File: src/rtl/core/stc_ram.sv
// Generic single-write, single-read synchronous RAM with registered read data.
// Standalone; no package dependency.

module stc_ram #(
  parameter int WIDTH = 8,
  parameter int DEPTH = 256
) (
  input  logic                     clk,
  input  logic                     wr_en,
  input  logic [$clog2(DEPTH)-1:0] wr_addr,
  input  logic [WIDTH-1:0]         wr_data,
  input  logic                     rd_en,
  input  logic [$clog2(DEPTH)-1:0] rd_addr,
  output logic [WIDTH-1:0]         rd_data
);

  logic [WIDTH-1:0] mem [DEPTH];

  always_ff @(posedge clk) begin
    if (wr_en) begin
      mem[wr_addr] <= wr_data;
    end
    if (rd_en) begin
      rd_data <= mem[rd_addr];
    end
  end

endmodule

File: config.mk
export PLATFORM = sky130hd
export DESIGN_NAME = stc_ram
export DESIGN_NICKNAME = d
export VERILOG_FILES = /design/src/rtl/core/stc_ram.sv
export SDC_FILE = /design/constraint.sdc
export NUM_CORES = 2
export LEC_CHECK = 0
export ABC_AREA = 1
export ABC_CLOCK_PERIOD_IN_PS = 2120
export BUFFER_PORTS_ARGS = -buffer_cell sky130_fd_sc_hd__buf_2
export CAP_MARGIN = 20
export CORE_ASPECT_RATIO = 0.5
export CORE_MARGIN = 3
export CORE_UTILIZATION = 62
export CTS_BUF_LIST = sky130_fd_sc_hd__clkbuf_4
export CTS_CLUSTER_DIAMETER = 80
export DETAILED_ROUTE_END_ITERATION = 10
export HOLD_SLACK_MARGIN = 0.05
export PLACE_DENSITY = 0.78
export SETUP_SLACK_MARGIN = 0.1
export SYNTH_ARGS = -nofsm -noshare
export SYNTH_HDL_FRONTEND = slang
export SYNTH_SLANG_ARGS = --single-unit
export TNS_END_PERCENT = 20
File: constraint.sdc
create_clock -name clk -period 2.12 [get_ports clk]
set_input_delay 0.106 -clock clk [delete_from_list [all_inputs] [get_ports clk]]
set_output_delay 0.106 -clock clk [all_outputs]
set_load 0.02 [all_outputs]
-- After elaboration in Yosys (flattened, before gate mapping)
Memory sizes are Yosys's and may differ from the RTL's. A register that Yosys moved wholly into a read port is not among the register bits.
Cells that the tools add are included.
- muxes and demuxes: 2
- operators with widths (kind ; number):
    $mux W1 ; 2
- bits in registers: 0
- bits in writable memories: 2048
- input port bits: 27
- output and inout bits: 8
- word-level logic and storage cells: 3
- memories: 1
- memory list (memory ; words ; width ; read ports ; clocked after memory_dff ; write ports ; line ; source):
    mem ; 256 ; 8 ; 1 ; 1 ; 1 ; 17 ; logic [WIDTH-1:0] mem [DEPTH];

-- Depth between registers and ports, before layout
- word-level depth: 2
- depth in mapped cells: 15
- gate-level depth less buffers: 11

-- Worst setup path after synthesis
Ideal clock, no wire load.
- path kind: input to register
- start: in wr_en
- end: mem mem[162][0], enable pin
- setup time: 0.370 ns
- arrival: 1.227 ns
- slack: 0.523 ns
- cell stages on the path: 4
- path buffers: 2
- path through: clkbuf_1 -> nand3_1 -> clkbuf_1 -> nor2_1
- longest elaborated chain between the ends: 2
- RTL lines (element ; line ; source):
    start, declared ; 9 ; input logic wr_en,
    $mux W1 ; 20 ; if (wr_en) begin
    $mux W1 (not written as such) ; 21 ; mem[wr_addr] <= wr_data;
    end, declared ; 17 ;
No other way between the ends.

-- Worst setup path in the final report
- start: reg rd_data[5] (read register of mem)
- end: out rd_data[5]
- RTL lines (element ; line ; source):
    start, declared ; 14 ; output logic [WIDTH-1:0] rd_data
No word-level cell between the ends.

==> impl_metrics.env <==
export IMPL_status="finished, violations left"
export IMPL_violations="setup timing"
export IMPL_p_sw_mw=19.25
export IMPL_seq_area_frac_synth=0.7396
export IMPL_timing_final_crit_share=1.039
export IMPL_cts_buffers=449
export IMPL_syn_area_um2=83480
export IMPL_r2r_start="mem[195][2]"
export IMPL_post_cts_buffers=0
export IMPL_cp_slowest_cell="edfxtp_1"
export IMPL_layout_drive_gt1_share=0.1773
export IMPL_fmax_mhz=454.2
export IMPL_antenna_found_initial=13
export IMPL_power_frac_comb=0.075
export IMPL_synth_cells=7003
export IMPL_ctsHtreeMaxLevel=5
export IMPL_worstMarginPinSlew_ns=0.8203
export IMPL_required_ns=2.01
export IMPL_topRoutingLayerUsed="met5"
export IMPL_routed_via_density=6.249
export IMPL_finalWeightedCongestion=0.9530
export IMPL_start_util=0.6298
export IMPL_finalSetupTns_ns=-0.3870
export IMPL_slew_violations=0
export IMPL_p_clk_frac=0.368
export IMPL_die_w_um=524.9
export IMPL_power_density_nw_per_um2=835.2
export IMPL_hold_class="in2reg"
export IMPL_drc=0
export IMPL_worstSkewPairLatency_ns=1.36
export IMPL_grt_pass1_wl_mm=357.8
export IMPL_slew_headroom=0.4511
export IMPL_wl_met3_mm=35.50
export IMPL_wl_per_cell_um=24.46
export IMPL_cts_tree="yes"
export IMPL_synth_largest_area_cell="edfxtp_1"
export IMPL_grt_pass1_vias=59133
export IMPL_worst_clock_skew_ns=0.08129
export IMPL_power_share_sequential=0.557
export IMPL_gr_total_overflow=0
export IMPL_p_leak_nw=35.31
export IMPL_hold_viol_final=0
export IMPL_ant_nets=0
export IMPL_grt_start_max_net_pins=82
export IMPL_ff2ff_path_depth=10
export IMPL_synth_net_count=7030
export IMPL_yosys_top_cells_area="edfxtp_1 (74%), nand3_1 (12%), nand2_1 (9.5%), buf_2 (1.6%), nor2_1 (1.3%)"
export IMPL_final_cell_mix="nand2_1 (2121), edfxtp_1 (2056), nand3_1 (2006)"
export IMPL_wl_met2_mm=107.6
export IMPL_peakVddDrop_mv=0.6239
export IMPL_worst_path_stages=1
export IMPL_startpoint="rd_data[5]"
export IMPL_wl_mm=239.6
export IMPL_crit_chain="buf_6"
export IMPL_place_hpwl_mm=146.3
export IMPL_crit_type="reg2out"
export IMPL_die_h_um=265.5
export IMPL_final_cell_count_no_fill=9795
export IMPL_cp_start_kind="flop"
export IMPL_rows=94
export IMPL_setup_violations_final=8
export IMPL_drv_cap=0
export IMPL_ctsRootBufferMaster="clkbuf_4"
export IMPL_clk_path_buf_depth=4
export IMPL_grt_usage=0.3416
export IMPL_setup_ws_ns=-0.08166
export IMPL_final_nets=7751
export IMPL_cts_sink_count=2056
export IMPL_vias=61209
export IMPL_netSwitchingFraction=0.2390
export IMPL_area_delta_synth_final_pct=15.52
export IMPL_critPathTopFamily="flip-flops"
export IMPL_yosysUniqueCellTypes=13
export IMPL_crit_buf_inv=1
export IMPL_fp_coreArea_um2=132600
export IMPL_drt_iter0_drc=9787
export IMPL_ios=35
export IMPL_ys_warn_count=0
export IMPL_endpoint_kind="output port"
export IMPL_dpl_cell_count=8995
export IMPL_synth_top_area_frac=0.7396
export IMPL_fin_crit_ns=2.202
export IMPL_cellInternalPower_mw=61.30
export IMPL_hold_depth=5
export IMPL_crit_arrival_ns=2.10
export IMPL_crit_path_max_incr_delay_ns=0.55
export IMPL_ys_seq_elements=2056
export IMPL_clk_pin_slew_ns=0.07
export IMPL_final_common_cell="nand2_1"
export IMPL_worstPathMaxFanout=1
export IMPL_firstDrtPassIters=7
export IMPL_die_area_um2=139300
export IMPL_rsz0062_at_grt="true"
export IMPL_holdCritStartpoint="wr_addr[7]"
export IMPL_io_buffers=34
export IMPL_wl_met1_mm=84.67
export IMPL_avgSynthCellArea_um2=11.92
[layer usage]
layer / track usage / vias to the layer above
li1: - / 26545
met1: 0.4624 / 28803
met2: 0.5157 / 5013
met3: 0.09892 / 828
met4: 0.1669 / 20
met5: 0 / -
[state kept, by name, summed over array words and instances, names as in the netlist]
register and cells:
mem 2048, rd_data 8
[stage by stage]
stage / hold slack [ns] / util / worst slack [ns] / total power [mW] / area (µm²)
floorplan: 0.2049 / - / 0.5225 / 48.50 / 83480
detailed placement: 0.5187 / 0.6802 / -0.3295 / 51.37 / 90170
CTS: 0.08555 / 0.7264 / -0.1725 / 80.50 / 96280
global route: 0.1160 / 0.7275 / -0.1249 / 83.12 / 96430
global placement: 0.5253 / 0.6802 / -0.3616 / 51.22 / 90170
finish: 0.1453 / 0.7275 / -0.08166 / 80.54 / 96440
[timing repair]
action / CTS / global route
hold endpoints to repair: 4112 / 0
gates cloned: 0 / 0
pin swaps: 0 / 2
resized for setup: 11 / 37
hold buffers: 55 / 0
endpoints found under the setup margin: 9 / 146
[kinds of logic after synthesis]
| logic type | synth area share |
|---|---|
| buf+inv | 0.03116 |
| flops | 0.7396 |
| simple gates | 0.2292 |
[power groups by stage]
stage / sequential (mW) / combinational [mW] / clock, mW
CTS: 44.8 / 5.84 / 29.8
detailed placement: 45.7 / 5.64 / 0
global route: 44.8 / 6.36 / 32.0
finish: 44.8 / 6.04 / 29.7
floorplan: 45.7 / 2.77 / 0
global placement: 45.7 / 5.50 / 0
[cell type report]
type | count | area, µm²
fillers | 8238 | 36110
well taps | 1776 | 2222
multi-input cells | 4425 | 19250
clock inverters | 72 | 396.6
repair buffers | 753 | 7629
clock buffers | 666 | 5000
inverters | 39 | 180.2
flip-flops and latches | 2056 | 61740
diodes | 8 | 20.02
[worst paths after layout]
kind | to | slack (ns)
max reg2reg | rd_data[2] | 0.15
min | mem[126][1] | 0.15
max | rd_data[5] | -0.08
min reg2reg | rd_data[5] | 1.15
[Yosys cell counts]
library cell     n
buf_1           40
buf_2          268
buf_4           46
buf_6           16
buf_8            1
clkbuf_1       112
edfxtp_1      2056
inv_1           36
inv_2            2
inv_4            1
nand2_1       2123
nand3_1       2019
nor2_1         283
Power figures use the tool's default switching activity.
