--- src/rtl/core/stc_pkg.sv ---
// Shared types and constants for the solarize tone curve block.
// Used by the curve table builder and the top level; depends on nothing.

package stc_pkg;

  // Channel and level geometry
  localparam int CHAN_W    = 8;
  localparam int NCHAN     = 3;
  localparam int LEVEL_W   = 9;
  localparam int PIX_IN_W  = 32;
  localparam int PIX_W     = NCHAN * CHAN_W;
  localparam int CFG_IDX_W = 2;

  typedef logic [CHAN_W-1:0]  chan_t;
  typedef logic [LEVEL_W-1:0] level_t;

  // Register indexes on the configuration port
  localparam logic [CFG_IDX_W-1:0] REG_PEAK  = 2'd0;
  localparam logic [CFG_IDX_W-1:0] REG_START = 2'd1;
  localparam logic [CFG_IDX_W-1:0] REG_END   = 2'd2;

  // Register values after reset
  localparam level_t RST_PEAK  = 9'd127;
  localparam level_t RST_START = 9'd50;
  localparam level_t RST_END   = 9'd185;

  // Output clamp
  localparam chan_t CHAN_MAX = 8'hFF;

  // One write into the curve table
  typedef struct packed {
    logic  en;
    chan_t addr;
    chan_t data;
  } stc_wr_t;

endpackage

--- src/rtl/core/stc_fill.sv ---
// Curve table builder: sweeps all 256 input levels, evaluates the solarize
// curve through a pipelined clamped divider and emits table writes.
// Depends on stc_pkg.

module stc_fill
  import stc_pkg::*;
(
  input  logic    clk,
  input  logic    rst,
  input  logic    restart,
  input  level_t  peak_level,
  input  level_t  ramp_start,
  input  level_t  ramp_end,
  output logic    ready,
  output stc_wr_t wr
);

  localparam logic [2:0] ST_LOAD  = 3'd0;
  localparam logic [2:0] ST_DIV   = 3'd1;
  localparam logic [2:0] ST_SWEEP = 3'd2;
  localparam logic [2:0] ST_DRAIN = 3'd3;
  localparam logic [2:0] ST_DONE  = 3'd4;

  localparam int DIV_STEPS = LEVEL_W;
  localparam int NUM_W     = 32;
  localparam int NSTG      = CHAN_W + 2;   // issue, saturate check, one per quotient bit
  localparam int WIDE_W    = NUM_W + CHAN_W;
  localparam int N_W       = 21;           // signed numerator before extension

  logic [2:0]          state;
  logic [3:0]          cnt;
  chan_t               c;
  logic [LEVEL_W-1:0]  per_abs;
  logic signed [9:0]   up, down, x, p;
  logic [LEVEL_W-1:0]  xs, rem;
  logic                x_neg;

  // Derived lengths from the registers, zero lengths forced to one
  logic signed [9:0] period_d, up_d, down_d, per_neg, x0_d, x0_neg;
  always_comb begin
    period_d = $signed({1'b0, ramp_end}) - $signed({1'b0, ramp_start});
    up_d     = $signed({1'b0, peak_level}) - $signed({1'b0, ramp_start});
    down_d   = $signed({1'b0, ramp_end}) - $signed({1'b0, peak_level});
    if (period_d == 10'sd0) period_d = 10'sd1;
    if (up_d == 10'sd0)     up_d     = 10'sd1;
    if (down_d == 10'sd0)   down_d   = 10'sd1;
    per_neg = -period_d;
    x0_d    = 10'sd256 - $signed({1'b0, ramp_start});
    x0_neg  = -x0_d;
  end

  // One restoring step of the initial remainder |x0| mod |period|
  logic [LEVEL_W:0]   r2, r2_sub;
  logic               r2_ge;
  logic [LEVEL_W-1:0] rem_next;
  logic signed [9:0]  rem_sg, p_init;
  always_comb begin
    r2       = {rem, xs[LEVEL_W-1]};
    r2_sub   = r2 - {1'b0, per_abs};
    r2_ge    = r2 >= {1'b0, per_abs};
    rem_next = r2_ge ? r2_sub[LEVEL_W-1:0] : r2[LEVEL_W-1:0];
    rem_sg   = $signed({1'b0, rem_next});
    p_init   = x_neg ? -rem_sg : rem_sg;
  end

  // Curve numerator and denominator for the current level
  logic                   lt;
  logic signed [11:0]     t12, sel;
  logic signed [N_W-1:0]  sel21, n21;
  logic signed [9:0]      den10, pm1, p_step;
  logic [NUM_W-1:0]       num32, den32;
  always_comb begin
    lt    = p < up;
    t12   = $signed({{2{down[9]}}, down}) - $signed({{2{p[9]}}, p})
          + $signed({{2{up[9]}}, up});
    sel   = lt ? $signed({{2{p[9]}}, p}) : t12;
    sel21 = {{(N_W-12){sel[11]}}, sel};
    n21   = $signed({sel21[N_W-9:0], 8'b0}) - sel21;   // times 255
    den10 = lt ? up : down;
    num32 = {{(NUM_W-N_W){n21[N_W-1]}}, n21};
    den32 = {{(NUM_W-10){den10[9]}}, den10};
    // Truncating remainder of the next level, stepped by one
    pm1 = $signed({1'b0, per_abs - 9'd1});
    if (x[9] && p == 10'sd0) begin
      p_step = -pm1;
    end else if (!x[9] && p == pm1) begin
      p_step = 10'sd0;
    end else begin
      p_step = p + 10'sd1;
    end
  end

  // Clamped divider pipeline
  logic [NSTG-1:0]  vld;
  logic [NSTG-1:0]  sat_s, sat_n;
  chan_t            addr_s [NSTG];
  logic [NUM_W-1:0] rem_s  [NSTG];
  logic [NUM_W-1:0] den_s  [NSTG];
  chan_t            q_s    [NSTG];
  logic [NUM_W-1:0] rem_n  [NSTG];
  chan_t            q_n    [NSTG];

  always_comb begin
    logic [WIDE_W-1:0] trial, diff;
    logic              ge;
    rem_n[0] = num32;
    q_n[0]   = '0;
    sat_n[0] = 1'b0;
    for (int k = 1; k < NSTG; k++) begin
      rem_n[k] = rem_s[k-1];
      q_n[k]   = q_s[k-1];
      sat_n[k] = sat_s[k-1];
      trial    = {{CHAN_W{1'b0}}, den_s[k-1]} << (NSTG - 1 - k);
      if (k == 1) begin
        trial    = {den_s[k-1], {CHAN_W{1'b0}}};
        sat_n[k] = {{CHAN_W{1'b0}}, rem_s[k-1]} >= trial;
      end else begin
        ge       = {{CHAN_W{1'b0}}, rem_s[k-1]} >= trial;
        diff     = {{CHAN_W{1'b0}}, rem_s[k-1]} - trial;
        rem_n[k] = ge ? diff[NUM_W-1:0] : rem_s[k-1];
        q_n[k]   = {q_s[k-1][CHAN_W-2:0], ge};
      end
    end
  end

  // Sequencer and pipeline registers
  always_ff @(posedge clk) begin
    if (rst || restart) begin
      state <= ST_LOAD;
      vld   <= '0;
    end else begin
      vld <= {vld[NSTG-2:0], state == ST_SWEEP};
      unique case (state)
        ST_LOAD: begin
          state <= ST_DIV;
        end
        ST_DIV: begin
          if (cnt == 4'(DIV_STEPS - 1)) begin
            state <= ST_SWEEP;
          end
        end
        ST_SWEEP: begin
          if (c == CHAN_MAX) begin
            state <= ST_DRAIN;
          end
        end
        ST_DRAIN: begin
          if (vld == '0) begin
            state <= ST_DONE;
          end
        end
        ST_DONE: begin
          state <= ST_DONE;
        end
        default: begin
          state <= ST_LOAD;
        end
      endcase
    end

    // Datapath, no reset
    case (state)
      ST_LOAD: begin
        per_abs <= period_d[9] ? per_neg[LEVEL_W-1:0] : period_d[LEVEL_W-1:0];
        up      <= up_d;
        down    <= down_d;
        x       <= x0_d;
        x_neg   <= x0_d[9];
        xs      <= x0_d[9] ? x0_neg[LEVEL_W-1:0] : x0_d[LEVEL_W-1:0];
        rem     <= '0;
        cnt     <= '0;
      end
      ST_DIV: begin
        rem <= rem_next;
        xs  <= {xs[LEVEL_W-2:0], 1'b0};
        cnt <= cnt + 4'd1;
        p   <= p_init;
        c   <= '0;
      end
      ST_SWEEP: begin
        p <= p_step;
        x <= x + 10'sd1;
        c <= c + 8'd1;
      end
      default: begin
      end
    endcase

    addr_s[0] <= c;
    den_s[0]  <= den32;
    for (int k = 1; k < NSTG; k++) begin
      addr_s[k] <= addr_s[k-1];
      den_s[k]  <= den_s[k-1];
    end
    for (int k = 0; k < NSTG; k++) begin
      rem_s[k] <= rem_n[k];
      q_s[k]   <= q_n[k];
    end
    sat_s <= sat_n;
  end

  assign ready   = state == ST_DONE;
  assign wr.en   = vld[NSTG-1];
  assign wr.addr = addr_s[NSTG-1];
  assign wr.data = sat_s[NSTG-1] ? CHAN_MAX : q_s[NSTG-1];

  // The table is only declared ready once every entry has left the divider
  a_ready_empty: assert property (@(posedge clk) disable iff (rst)
    ready |-> vld == '0)
    else $error("table ready with divider entries in flight");

  // A register write always starts a fresh sweep
  a_restart_busy: assert property (@(posedge clk) disable iff (rst)
    restart |=> !ready)
    else $error("table still ready after restart");

endmodule

--- config.mk ---
export PLATFORM = sky130hd
export DESIGN_NAME = stc_fill
export DESIGN_NICKNAME = d
export VERILOG_FILES = /design/src/rtl/core/stc_pkg.sv /design/src/rtl/core/stc_fill.sv
export SDC_FILE = /design/constraint.sdc
export NUM_CORES = 1
export LEC_CHECK = 0
export BUFFER_PORTS_ARGS = -buffer_cell sky130_fd_sc_hd__buf_2
export CAP_MARGIN = 25
export CORE_AREA = 2 2 354 356
export CTS_CLUSTER_DIAMETER = 150
export CTS_CLUSTER_SIZE = 28
export DETAILED_ROUTE_END_ITERATION = 8
export DIE_AREA = 0 0 356 358
export PLACE_DENSITY = 0.4
export SKIP_CTS_REPAIR_TIMING = 1
export SYNTH_ARGS = -nofsm -noshare
export SYNTH_HDL_FRONTEND = slang
export SYNTH_SLANG_ARGS = --single-unit
--- constraint.sdc ---
create_clock -name clk -period 11.6 [get_ports clk]
set_input_delay 1.74 -clock clk [delete_from_list [all_inputs] [get_ports clk]]
set_output_delay 1.74 -clock clk [all_outputs]
set_load 0.005 [all_outputs]
Yosys cells after proc, flatten, opt, wreduce, memory -nomap -nowiden
Memory sizes are Yosys's and may differ from the RTL's.
Index checks and enable logic that the tools add are counted.

cells by class
  add/subtract/negate cells = 25
  $lt $le $gt $ge = 11
  equal/unequal tests = 10
  mux-type cells = 28
  reductions and logical operators = 14

operators with widths
  operator                                        count
  two-way mux 32 bit                              8
  subtractor 32 bit                               8
  logical NOT 10 bit                              5
  two-way mux 10 bit                              5
  >= comparator 32 x 40 -> 1 bit                  1
  case mux 10 bit (2 select lines)                2
  >= comparator 32 x 39 -> 1 bit                  1
  >= comparator 32 x 38 -> 1 bit                  1
  >= comparator 32 x 37 -> 1 bit                  1
  >= comparator 32 x 36 -> 1 bit                  1
  case mux 9 bit (2 select lines)                 2
  >= comparator 32 x 35 -> 1 bit                  1
  >= comparator 32 x 34 -> 1 bit                  1
  >= comparator 32 x 33 -> 1 bit                  1
  >= comparator 32 bit                            1
  subtractor 9 x 9 -> 10 bit                      3
  two-way mux 9 bit                               3
  subtractor 20 x 12 -> 21 bit                    1
  adder 10 x 2 -> 10 bit (second input constant)  2
  negation 9 -> 10 bit                            2
  negation 9 bit                                  2
  case mux 8 bit (2 select lines)                 1
  case mux 3 bit (5 select lines)                 1
  adder 11 x 10 -> 12 bit                         1
  26 further kinds                                33

storage, ports and cells
  bits in registers = 102
  RAM bits = 800
  output and inout bits = 18
  logic and storage cells = 105
  memories = 4

memories
  name    depth  bits a word  read ports  clocked after memory_dff  write ports  RTL line        text
  den_s   10     32           9           0                         10           stc_fill.sv:98  logic [NUM_W-1:0] den_s [NSTG];
  rem_s   10     32           9           0                         10           stc_fill.sv:97  logic [NUM_W-1:0] rem_s [NSTG];
  addr_s  10     8            10          0                         10           stc_fill.sv:96  chan_t addr_s [NSTG];
  q_s     10     8            10          0                         10           stc_fill.sv:99  chan_t q_s [NSTG];

Longest topological paths before layout
  depth after elaboration = 6
  depth in mapped cells = 25

Least setup slack after synthesis
No wires, ideal clock.

  path type = in2reg
  start = input port ramp_start[1]
  end = register per_abs[8] (data pin)
  library setup time = 0.265 ns
  arrival = 4.583 ns
  required time = 11.335 ns
  setup slack = 6.752 ns
  stages on the path = 17
  path buffers = 1
  path through = inv_1 -> ha_1 -> nor2b_1 -> o21ai_0 -> a21boi_0 -> o21ai_0 -> nand2b_1 -> a21o_1 -> a21oi_1 -> o21a_1 -> clkbuf_1 -> o31a_1 -> ha_1 -> nand2_1 -> or4_1 -> o31ai_1 -> xnor2_1

between the ends
  word-level cells in the longest chain between the ends = 5

ends and longest elaborated chain
  element                         RTL line         text
  start, declared                 stc_fill.sv:12   input level_t ramp_start,
  subtractor 9 x 9 -> 10 bit (*)  stc_fill.sv:41   period_d = $signed({1'b0, ramp_end}) - $signed({1'b0, ramp_start});
  logical NOT 10 bit              stc_fill.sv:44   if (period_d == 10'sd0) period_d = 10'sd1;
  two-way mux 10 bit (*)          stc_fill.sv:44
  negation 9 bit                  stc_fill.sv:47   per_neg = -period_d;
  two-way mux 9 bit (*)           stc_fill.sv:164  per_abs <= period_d[9] ? per_neg[LEVEL_W-1:0] : period_d[LEVEL_W-1:0];
  end signal, assigned            stc_fill.sv:164
  end, declared                   stc_fill.sv:33   logic [LEVEL_W-1:0] per_abs;

Mark *: on every way between the ends. The rest lies on a longest branch, timed or not.
A chain may end at the register's enable or synchronous reset.

==> metrics.txt <==
fmax 202 MHz; Avg Cell Area, Syn 9.56 µm²; post-DP HPWL 57200 µm; DRC viols 0; RePlAce Congestion 0.788; Period minus WS final 4940 ps; Post-Layout Cell Count 4886; TritonCTS Sinks 574; Post-Synthesis Cells 3211; DP Cell Count 4846; Worst-path clk slew 110 ps; number of global-route vias before repair 22000; Final period util 42.6%; Starting Density 24.9%; Setup Skew 37.0 ps; Final nets 3601; total global routing overflow 0; CTS tree yes; drt wl/cell 14.8 µm; Die Height 358 µm; post-synth cell types 103; endpoints failing setup 0; register area share after synthesis 40.0%; commonest non-fill, non-tap cell in the layout dfxtp_1; Setup CP Type reg -> reg; Starting DRT DRC Count 882; initial antenna violation count 1; Syn-to-layout area delta 9.54%; crit end category flip-flop; Max Root-Sink Buffers 3; largest net degree at the start of global routing 60; Cell Area, Synth 30700 µm²; Slew @ Worst Pin 906 ps; RSZ-0062 raised after global routing false; H-tree levels 1; Die W 356 µm; worst min path class reg -> reg; Rel. slew slack 39.5%; CP Launch Type flip-flop; CORE AREA 123000 µm²; Final Max Tran Viols 0; worst-skew pair later-pin latency 640 ps; final wirelength 72100 µm; share of post-route cells with drive strength above 1 6.96%; Vias/cell 4.42; Worst Path Required 12110 ps; Rows 129; critical path fanouts, max 11; Post-Syn Nets 3575; first-pass GRT wire length 118000 µm; CTS Root Cell clkbuf_16; pre-CTS WS 6340 ps; Max Cap Viol 0; YS warnings 0; Post-synth EDFFs 80; Seq cells post-synth 574; Async SR Flop Fraction 0%; buffers added on ports 47; TNS Setup 0 ps; Total Routing Usage GR 11.2%; Initial DRT Pass Iterations 5; ant diodes 0; DR vias 21600; most frequent cells in the layout 494 x dfxtp_1, 313 x ha_1, 248 x inv_1; post-route ant nets 0; ys flop type dfxtp_1; status complete, no violations; # IOs 48; final hold violation count 0; CTS buffer count 25; CP arrival 5450 ps; area of the die 127000 µm²; PnR worst setup slack 6660 ps
final cells by class:
type | instances | area (µm²)
flip-flops and latches | 574 | 12300
well taps | 1637 | 2050
repair buffers | 66 | 390
inverters | 249 | 935
fillers | 13300 | 89700
clock inverters | 6 | 88.8
clock buffers | 33 | 697
multi-input cells | 2321 | 17200
metrics by stage:
stage | area (µm²) | hold slack (ps) | util (%)
detailed placement | 32800 | 312 | 26.6
global placement | 32800 | 310 | 26.6
floorplan | 30700 | 310 | -
CTS | 33600 | 327 | 27.2
finish | 33600 | 322 | 27.3
global route | 33600 | 338 | 27.3
layer usage:
layer / wire length (µm) / global-route usage (%)
met5: 0 / 0
met4: 1360 / 2.46
met3: 1570 / 1.06
met2: 36000 / 20.9
met1: 33200 / 14.0
Yosys cell counts, drive strengths merged (8+ instances only):
cell	count	share of area, %
nor4	19	0.44
xor2	97	2.8
o41ai	8	0.25
nand2b	42	0.86
mux2i	27	0.88
a31oi	30	0.61
a211o	10	0.29
fa	21	1.4
ha	313	13
clkbuf	38	0.46
and2	16	0.33
inv	249	3.0
dfxtp	494	32
nor2b	47	0.97
nand4	43	0.88
nand2	226	2.8
a21boi	15	0.37
a211oi	18	0.50
a21oi	245	4.1
xnor2	174	5.0
o22ai	9	0.20
o211ai	14	0.38
o31a	15	0.43
o31ai	18	0.50
edfxtp	80	7.8
o21ai	199	3.3
o21bai	26	0.65
nor3	49	0.83
nor2	188	2.3
a21o	103	2.5
o21a	40	0.98
nand3	53	0.86
buf	29	0.60
mux2	98	3.7
or2	22	0.45
and3	30	0.63
or3	12	0.24
worst max-delay path: stages, from the launching register on:
cell	delay [ps]
edfxtp_1	610
fa_1	560
inv_1	40
ha_1	360
o21ai_0	180
a21oi_1	80
o31a_1	280
o21ai_0	150
nand2b_1	110
a21o_1	190
a21oi_1	160
xnor2_1	140
mux2i_1	120
ha_1	360
o21ai_0	70
or2b_2	340
and2_2	200
a211o_2	310
a211oi_4	260
o21bai_2	130
xor2_1	150
cell families after synthesis:
group / count (synthesis) / synth area share [%]
xor gates and xnor gates: 271 / 7.73
muxes: 125 / 4.54
buffers and inverters: 316 / 4.11
and+or+nand+nor: 783 / 12.5
adders and majority gates: 335 / 14.2
AOI/OAI and AO/OA: 807 / 16.9
DFF: 574 / 40.0
state kept, by name, summed over array words and instances, names as in the netlist, 4 cells and up:
signal,flops
rem,9
sat_s,9
cnt,4
rem_s,266
xs,9
down,10
per_abs,9
p,10
q_s,36
addr_s,80
vld,10
x,10
den_s,90
c,8
up,10
worst paths after layout:
| kind | startpoint | end | slack [ps] | depth (start not counted) |
|---|---|---|---|---|
| worst max-delay path | p[3] | rem_s[0][18] | 6660 | 20 |
| worst min-delay path | addr_s[8][6] | addr_s[9][6] | 320 | 0 |
| worst max register to register | p[3] | rem_s[0][18] | 6660 | 20 |
| worst min register to register | addr_s[8][6] | addr_s[9][6] | 320 | 0 |
Power is left out: the tool's default activity adds up to more than one toggle a clock period on the data nets, which glitch-free logic cannot reach.
